## src/hw/rtl/smpq_pkg.sv

```systemverilog
// ============================================================================
// smpq_pkg
// Shared types and constants for the stable max-priority queue.
// ============================================================================
package smpq_pkg;

   localparam int DEFAULT_QUEUE_DEPTH   = 16;
   localparam int DEFAULT_PRIORITY_BITS = 8;

   localparam int VALUE_W     = 32;
   localparam int PRIO_PORT_W = 8;
   localparam int STATUS_W    = 2;
   localparam int OCC_W       = 5;

   localparam logic ACT_INSERT = 1'b0;
   localparam logic ACT_REMOVE = 1'b1;

   localparam logic [STATUS_W-1:0] ST_OK    = 2'd0;
   localparam logic [STATUS_W-1:0] ST_FULL  = 2'd1;
   localparam logic [STATUS_W-1:0] ST_EMPTY = 2'd2;

   typedef struct packed {
      logic capture;
      logic execute;
   } dp_cmd_type;

endpackage

```

## src/hw/rtl/smpq_ctrl.sv

```systemverilog
// ============================================================================
// smpq_ctrl
// Controller: sequences capture and execution of one item at a time and owns
// the result handshake.
// ============================================================================
module smpq_ctrl (
   input  logic                clock,
   input  logic                reset,
   input  logic                req_valid,
   output logic                req_ready,
   output logic                rsp_valid,
   input  logic                rsp_ready,
   output smpq_pkg::dp_cmd_type cmd
);

   localparam logic S_IDLE = 1'b0;
   localparam logic S_EXEC = 1'b1;

   logic state_ff;
   logic state_in;
   logic rsp_valid_ff;
   logic rsp_valid_in;
   logic capture;
   logic execute;

   assign req_ready = (state_ff == S_IDLE);
   assign capture   = req_valid && req_ready;
   assign execute   = (state_ff == S_EXEC) && (!rsp_valid_ff || rsp_ready);

   always_comb begin
      state_in = state_ff;
      case (state_ff)
         S_IDLE: begin
            if (capture) begin
               state_in = S_EXEC;
            end
         end
         S_EXEC: begin
            if (execute) begin
               state_in = S_IDLE;
            end
         end
         default: begin
            state_in = S_IDLE;
         end
      endcase
   end

   always_comb begin
      if (execute) begin
         rsp_valid_in = 1'b1;
      end else if (rsp_ready) begin
         rsp_valid_in = 1'b0;
      end else begin
         rsp_valid_in = rsp_valid_ff;
      end
   end

   always_ff @(posedge clock) begin
      if (reset) begin
         state_ff     <= S_IDLE;
         rsp_valid_ff <= 1'b0;
      end else begin
         state_ff     <= state_in;
         rsp_valid_ff <= rsp_valid_in;
      end
   end

   assign rsp_valid   = rsp_valid_ff;
   assign cmd.capture = capture;
   assign cmd.execute = execute;

endmodule

```

## src/hw/rtl/smpq_datapath.sv

```systemverilog
// ============================================================================
// smpq_datapath
// Datapath: a row of sorted slots that compare against the new priority in
// parallel and shift on insert or remove, plus the result register.
// ============================================================================
module smpq_datapath #(
   parameter int QUEUE_DEPTH   = smpq_pkg::DEFAULT_QUEUE_DEPTH,
   parameter int PRIORITY_BITS = smpq_pkg::DEFAULT_PRIORITY_BITS
) (
   input  logic                                clock,
   input  logic                                reset,
   input  smpq_pkg::dp_cmd_type                cmd,
   input  logic                                req_action,
   input  logic [smpq_pkg::VALUE_W-1:0]        req_in_value,
   input  logic [smpq_pkg::PRIO_PORT_W-1:0]    req_in_priority,
   output logic [smpq_pkg::STATUS_W-1:0]       rsp_status,
   output logic [smpq_pkg::VALUE_W-1:0]        rsp_out_value,
   output logic [smpq_pkg::PRIO_PORT_W-1:0]    rsp_out_priority,
   output logic [smpq_pkg::OCC_W-1:0]          rsp_occupancy
);

   localparam int CntW  = $clog2(QUEUE_DEPTH + 1);
   localparam int PrioW = (PRIORITY_BITS < smpq_pkg::PRIO_PORT_W) ?
                          PRIORITY_BITS : smpq_pkg::PRIO_PORT_W;

   logic                            action_ff;
   logic [smpq_pkg::VALUE_W-1:0]    value_ff;
   logic [PrioW-1:0]                prio_ff;

   logic [smpq_pkg::VALUE_W-1:0]    slot_value_ff [QUEUE_DEPTH];
   logic [PrioW-1:0]                slot_prio_ff  [QUEUE_DEPTH];
   logic [smpq_pkg::VALUE_W-1:0]    slot_value_in [QUEUE_DEPTH];
   logic [PrioW-1:0]                slot_prio_in  [QUEUE_DEPTH];
   logic [QUEUE_DEPTH-1:0]          keep;

   logic [CntW-1:0]                 count_ff;
   logic [CntW-1:0]                 count_in;
   logic                            full;
   logic                            empty;
   logic                            update;

   logic [smpq_pkg::STATUS_W-1:0]   status_ff;
   logic [smpq_pkg::STATUS_W-1:0]   status_in;
   logic [smpq_pkg::VALUE_W-1:0]    out_value_ff;
   logic [smpq_pkg::VALUE_W-1:0]    out_value_in;
   logic [PrioW-1:0]                out_prio_ff;
   logic [PrioW-1:0]                out_prio_in;
   logic [smpq_pkg::OCC_W-1:0]      occ_ff;

   assign full  = (count_ff == CntW'(QUEUE_DEPTH));
   assign empty = (count_ff == '0);

   always_comb begin
      for (int i = 0; i < QUEUE_DEPTH; i++) begin
         keep[i] = (CntW'(i) < count_ff) && (slot_prio_ff[i] >= prio_ff);
      end
   end

   always_comb begin
      for (int i = 0; i < QUEUE_DEPTH; i++) begin
         slot_value_in[i] = slot_value_ff[i];
         slot_prio_in[i]  = slot_prio_ff[i];
         if (action_ff == smpq_pkg::ACT_INSERT) begin
            if (!keep[i]) begin
               if (i == 0) begin
                  slot_value_in[i] = value_ff;
                  slot_prio_in[i]  = prio_ff;
               end else if (keep[i-1]) begin
                  slot_value_in[i] = value_ff;
                  slot_prio_in[i]  = prio_ff;
               end else begin
                  slot_value_in[i] = slot_value_ff[i-1];
                  slot_prio_in[i]  = slot_prio_ff[i-1];
               end
            end
         end else if (i < QUEUE_DEPTH - 1) begin
            slot_value_in[i] = slot_value_ff[i+1];
            slot_prio_in[i]  = slot_prio_ff[i+1];
         end
      end
   end

   always_comb begin
      count_in     = count_ff;
      status_in    = smpq_pkg::ST_OK;
      out_value_in = '0;
      out_prio_in  = '0;
      update       = 1'b0;
      if (action_ff == smpq_pkg::ACT_INSERT) begin
         if (full) begin
            status_in = smpq_pkg::ST_FULL;
         end else begin
            update   = 1'b1;
            count_in = count_ff + CntW'(1);
         end
      end else begin
         if (empty) begin
            status_in = smpq_pkg::ST_EMPTY;
         end else begin
            update       = 1'b1;
            count_in     = count_ff - CntW'(1);
            out_value_in = slot_value_ff[0];
            out_prio_in  = slot_prio_ff[0];
         end
      end
   end

   always_ff @(posedge clock) begin
      if (cmd.capture) begin
         action_ff <= req_action;
         value_ff  <= req_in_value;
         prio_ff   <= req_in_priority[PrioW-1:0];
      end
      if (cmd.execute) begin
         status_ff    <= status_in;
         out_value_ff <= out_value_in;
         out_prio_ff  <= out_prio_in;
         occ_ff       <= smpq_pkg::OCC_W'(count_in);
         if (update) begin
            for (int i = 0; i < QUEUE_DEPTH; i++) begin
               slot_value_ff[i] <= slot_value_in[i];
               slot_prio_ff[i]  <= slot_prio_in[i];
            end
         end
      end
   end

   always_ff @(posedge clock) begin
      if (reset) begin
         count_ff <= '0;
      end else if (cmd.execute) begin
         count_ff <= count_in;
      end
   end

   assign rsp_status       = status_ff;
   assign rsp_out_value    = out_value_ff;
   assign rsp_out_priority = smpq_pkg::PRIO_PORT_W'(out_prio_ff);
   assign rsp_occupancy    = occ_ff;

endmodule

```

## src/hw/rtl/stable_max_priority_queue.sv

```systemverilog
// With the output register free, an accepted item is captured, then executed into the registered result.
// An item is accepted only while no other is in progress, so the capture step and the
// parallel compare-and-shift update of the slot row finish before the next item is taken.
// A waiting result does not block acceptance of the next item; its update waits for the result.
// Reset clears the entry count and the handshake; slot contents are not cleared.
// ============================================================================
// stable_max_priority_queue
// Bounded max-priority queue with stable sorted insertion and head removal.
// ============================================================================
module stable_max_priority_queue #(
   parameter int QUEUE_DEPTH   = smpq_pkg::DEFAULT_QUEUE_DEPTH,
   parameter int PRIORITY_BITS = smpq_pkg::DEFAULT_PRIORITY_BITS
) (
   input  logic                                clock,
   input  logic                                reset,
   input  logic                                req_valid,
   output logic                                req_ready,
   input  logic                                req_action,
   input  logic [smpq_pkg::VALUE_W-1:0]        req_in_value,
   input  logic [smpq_pkg::PRIO_PORT_W-1:0]    req_in_priority,
   output logic                                rsp_valid,
   input  logic                                rsp_ready,
   output logic [smpq_pkg::STATUS_W-1:0]       rsp_status,
   output logic [smpq_pkg::VALUE_W-1:0]        rsp_out_value,
   output logic [smpq_pkg::PRIO_PORT_W-1:0]    rsp_out_priority,
   output logic [smpq_pkg::OCC_W-1:0]          rsp_occupancy
);

   smpq_pkg::dp_cmd_type cmd;

   smpq_ctrl u_ctrl (
      .clock     (clock),
      .reset     (reset),
      .req_valid (req_valid),
      .req_ready (req_ready),
      .rsp_valid (rsp_valid),
      .rsp_ready (rsp_ready),
      .cmd       (cmd)
   );

   smpq_datapath #(
      .QUEUE_DEPTH   (QUEUE_DEPTH),
      .PRIORITY_BITS (PRIORITY_BITS)
   ) u_datapath (
      .clock            (clock),
      .reset            (reset),
      .cmd              (cmd),
      .req_action       (req_action),
      .req_in_value     (req_in_value),
      .req_in_priority  (req_in_priority),
      .rsp_status       (rsp_status),
      .rsp_out_value    (rsp_out_value),
      .rsp_out_priority (rsp_out_priority),
      .rsp_occupancy    (rsp_occupancy)
   );

`ifndef SYNTHESIS
   a_busy_after_accept: assert property (@(posedge clock) disable iff (reset)
      (req_valid && req_ready) |=> !req_ready)
      else $error("item accepted while another is in progress");

   a_result_from_exec: assert property (@(posedge clock) disable iff (reset)
      $rose(rsp_valid) |-> $past(!req_ready))
      else $error("result appeared without an item in progress");

   a_empty_occupancy: assert property (@(posedge clock) disable iff (reset)
      (rsp_valid && rsp_status == smpq_pkg::ST_EMPTY) |-> (rsp_occupancy == '0))
      else $error("empty status with nonzero occupancy");

   a_full_occupancy: assert property (@(posedge clock) disable iff (reset)
      (rsp_valid && rsp_status == smpq_pkg::ST_FULL)
         |-> (rsp_occupancy == smpq_pkg::OCC_W'(QUEUE_DEPTH)))
      else $error("full status with wrong occupancy");
`endif

endmodule
```

## config.mk

```make
export PLATFORM = sky130hd
export DESIGN_NAME = stable_max_priority_queue
export DESIGN_NICKNAME = d
export VERILOG_FILES = /design/src/hw/rtl/smpq_pkg.sv /design/src/hw/rtl/smpq_ctrl.sv /design/src/hw/rtl/smpq_datapath.sv /design/src/hw/rtl/stable_max_priority_queue.sv
export SDC_FILE = /design/constraint.sdc
export NUM_CORES = 2
export LEC_CHECK = 0
export BUFFER_PORTS_ARGS = -buffer_cell sky130_fd_sc_hd__buf_2
export CAP_MARGIN = 10
export CORE_ASPECT_RATIO = 1.75
export CORE_MARGIN = 2
export CORE_UTILIZATION = 50
export CTS_CLUSTER_DIAMETER = 120
export DETAILED_ROUTE_END_ITERATION = 7
export PLACE_DENSITY = 0.69
export SLEW_MARGIN = 20
export SYNTH_ARGS = -nofsm -noshare
export SYNTH_HDL_FRONTEND = slang
export SYNTH_SLANG_ARGS = --single-unit
```

## constraint.sdc

```tcl
create_clock -name clock -period 9.5 [get_ports clock]
set_input_delay 2.375 -clock clock [delete_from_list [all_inputs] [get_ports clock]]
set_output_delay 2.375 -clock clock [all_outputs]
set_load 0.005 [all_outputs]
```

==> results.md <==
* Outcome: complete, no violations
* Slew HR at 20.07%
* Static Leakage at 14.62 nW
* Vias/cell at 6.857
* CTS tree: yes
* Via count at 30690
* Syn Nets at 3689
* Setup repair after global routing missed its margin: false
* P_int at 6.054 mW
* Achievable Freq at roughly 0.25 GHz
* Worst path required time at 9.78 ns
* Most frequent cells in the layout: edfxtp_1, nand2_1, o21ai_0, nand3_1, a32oi_1
* Critical Path AT at 4.32 ns
* Max IR drop VDD at 0.1120 mV
* First-pass GRT wire length at 183500 um
* Top Ports at 94
* Min cycle time layout at 4.041 ns
* Mapped Avg Cell Area at 11.16 um^2
* Critical Path End Type: flop
* CTS Root Cell: clkbuf_16
* FF/Latch Area at between 0.02 and 0.025 mm^2
* Final setup skew at 0.02888 ns
* DR DRC count at 0
* Chip Height at 374.4 um
* Cells after Synth at 3512
* Area of the multi-input gates at 0.01505 mm^2
* Drt wl/cell at 27.50 um
* Met3 usage at 3.000%
* Rows at between 100 and 150
* Clk buf depth at 3
* IO Port Bufs at 93
* Grt met1 use at 31.58%
* Setup violators final at 0
* Final hold viol count at 0
* Sw Share at 30.33%
* Full die area at between 0.08 and 0.09 mm^2
* Initial antenna violation count at 0
* Pre-CTS WS at 4.808 ns
* GRT overflow at 0
* Yosys warning count at 0
* Crit Path Class: primary input to flop
* Hold Buf Count CTS at 0
* Final GP Congestion at 0.8910
* Vias in the first global route at around 31000
* Pin count of the biggest net entering global routing at 253
* 1st-iter DRT viols at about 3400
* Ys async rst share at 0%
* Dominant synthesized flop cell: edfxtp_1
* M2 GR Usage at 54.01%
* Fillers at 6621
* Detail Placement HPWL at a little over 80000 um
* NetSw at about 2.6 mW
* Max-slew violation count at 0
* Seq/Total Area, Yosys at 56.13%
* Cts repair resizes at 0
* Antenna Nets Post-Route at 0
* Clock-pin slew on the worst setup and hold paths at 0.06 ns
* Commonest non-fill, non-tap cell in the layout: edfxtp_1
* Initial core utilization at 50.55%
* Actual slew at the worst max-slew pin at around 1.2 ns
* Number of flops mapped to enable cells by yosys at ~730
* Post-CTS setup buffers at 0
* Synthesized flop and latch total at around 740
* Post-Syn Area at 0.03920 mm^2
* Horiz. Die Dim at between 200 and 250 um
* Worst hold-check path type: flop to flop
* Core area at between 0.07 and 0.08 mm^2
* Routed WL at 123100 um
* Fin crit share at roughly 43%
* Library cells used by synthesis at 69
* Pwr/cell area at just over 200 mW/mm^2
* Router iterations before antenna repair at 7
* Clk pwr share at 33.5%
* Synthesis-to-finish area growth at 8.849%
* # diodes at 0
* Layout cell share with drive strength beyond 1 at 11.05%
* H-Tree Depth at 3
* Post-route setup TNS at 0 ns
* Sink Count at 735
* Global-route usage over all layers at 29.72%
* Most Crowded Layer GR: met2
* Clock buffer count from CTS at 72
* Fin nets at about 3600
* Flop pwr share at between 40 and 50%
* Worst-skew pair later-pin latency at 0.66 ns
* Combinational cell fraction of total power at between 10% and 20%
* PnR worst setup slack at 5.459 ns
* Startpoint types: primary input
* Critical Path Fanout Max at 40
* Max-cap violation count at 0
-- layout make-up --
type | count | area share [%]
Sequential cell | 735 | 51.57
Tap cell | 1027 | 3.012
Inverter | 191 | 1.692
Clock buffer | 83 | 4.469
Clock inverter | 45 | 0.9003
Timing Repair Buffer | 198 | 3.091
Multi-Input combinational cell | 2197 | 35.27
-- critical path, cell delays in order --
cell and delay (ns):
buf_2 0.07, nand2b_1 0.11, nand2_1 0.23, a21oi_1 0.20, buf_4 0.31, o31a_2 0.96
-- cell usage after synthesis, drive strengths merged, types with 3 or more instances --
cell | number | area, um^2
a211oi | 3 | 22.52
o21a | 4 | 30.03
ha | 132 | 1652
a31o | 41 | 359.1
o221ai | 78 | 683.2
xnor2 | 3 | 26.28
or2 | 3 | 18.77
a32oi | 240 | 2102
nand2b | 18 | 120.1
a31oi | 8 | 50.05
nand3 | 243 | 1216
edfxtp | 728 | 21860
xor2 | 3 | 26.28
o21ai | 496 | 2494
a21o | 56 | 420.4
nand2 | 308 | 1164
nor2b | 34 | 212.7
a2111oi | 8 | 96.34
a211o | 6 | 52.55
o211ai | 7 | 66.31
and2 | 55 | 344.1
nor2 | 30 | 112.6
clkbuf | 234 | 878.3
dfxtp | 7 | 140.1
mux2 | 40 | 450.4
a2bb2oi | 7 | 61.31
buf | 155 | 820.8
inv | 191 | 716.9
o311ai | 162 | 1419
and3 | 3 | 18.77
a32o | 40 | 400.4
nor3b | 3 | 22.52
o31a | 6 | 52.55
a21boi | 7 | 52.55
or4 | 7 | 56.30
a21oi | 64 | 331.6
o2111ai | 7 | 61.31
a22oi | 41 | 307.8
nor3 | 10 | 61.31
a221oi | 8 | 70.07
o211a | 6 | 60.06
-- worst paths after layout --
path	start	to	slack, ns	cells after the start
setup / recovery	rsp_ready	u_datapath.slot_value_ff[1][145]	5.46	6
hold / removal	u_ctrl.rsp_valid	u_ctrl.rsp_valid	0.51	2
setup reg to reg	u_datapath.prio_ff[0]	u_datapath.slot_value_ff[0][138]	5.58	6
hold reg to reg	u_ctrl.rsp_valid	u_ctrl.rsp_valid	0.51	2
-- power groups by stage --
| stage | registers, mW | clock network [mW] | logic, mW |
|---|---|---|---|
| after CTS | 4.15 | 2.93 | 1.59 |
| after global placement | 4.22 | 0 | 1.55 |
| after floorplan | 4.14 | 0 | 1.13 |
| final | 4.16 | 2.91 | 1.62 |
| after detailed placement | 4.22 | 0 | 1.58 |
| after global routing | 4.17 | 3.05 | 1.76 |
-- flip-flops by register name, summed over array words and instances, names as in the netlist --
signal	cells
u_ctrl.rsp_valid	1
u_datapath.value_ff	32
u_datapath.rsp_status	2
u_datapath.rsp_occupancy	5
u_datapath.rsp_out_value	32
u_datapath.rsp_out_priority	8
u_datapath.count_ff	5
u_datapath.slot_value_ff	512
u_datapath.prio_ff	8
u_datapath.slot_prio_ff	128
u_datapath.action_ff	1
u_ctrl.state_ff	1
-- per-layer routing --
metal,vias to the layer above,share of wire [%]
met5,-,0
met4,0,8.3
met3,457,4.7
met2,1414,53
met1,15260,34
li1,13560,-
-- through the flow --
step                instance area, um^2  util (%)  cells  total power [mW]  hold WS [ns]
global placement                  40310     51.99   4346             5.768        0.4962
finish                            42660     55.03   4476             8.690        0.5093
detailed placement                40310     51.99   4346             5.806        0.5075
global route                      42660     55.03   4476             8.980        0.5524
floorplan                         39200         -   3512             5.263        0.4833
CTS                               42600     54.95   4474             8.674        0.5195
-- cells by family after synthesis --
family | count (synthesis) | share of synthesized area [%]
muxes | 41 | 1.175
adders and majority gates | 132 | 4.214
and+or+nand+nor | 718 | 8.616
DFF | 735 | 56.13
xor gates and xnor gates | 6 | 0.1341
AOI/OAI and AO/OA | 1300 | 23.57
buffers and inverters | 580 | 6.164
Power figures use the tool's default switching activity.
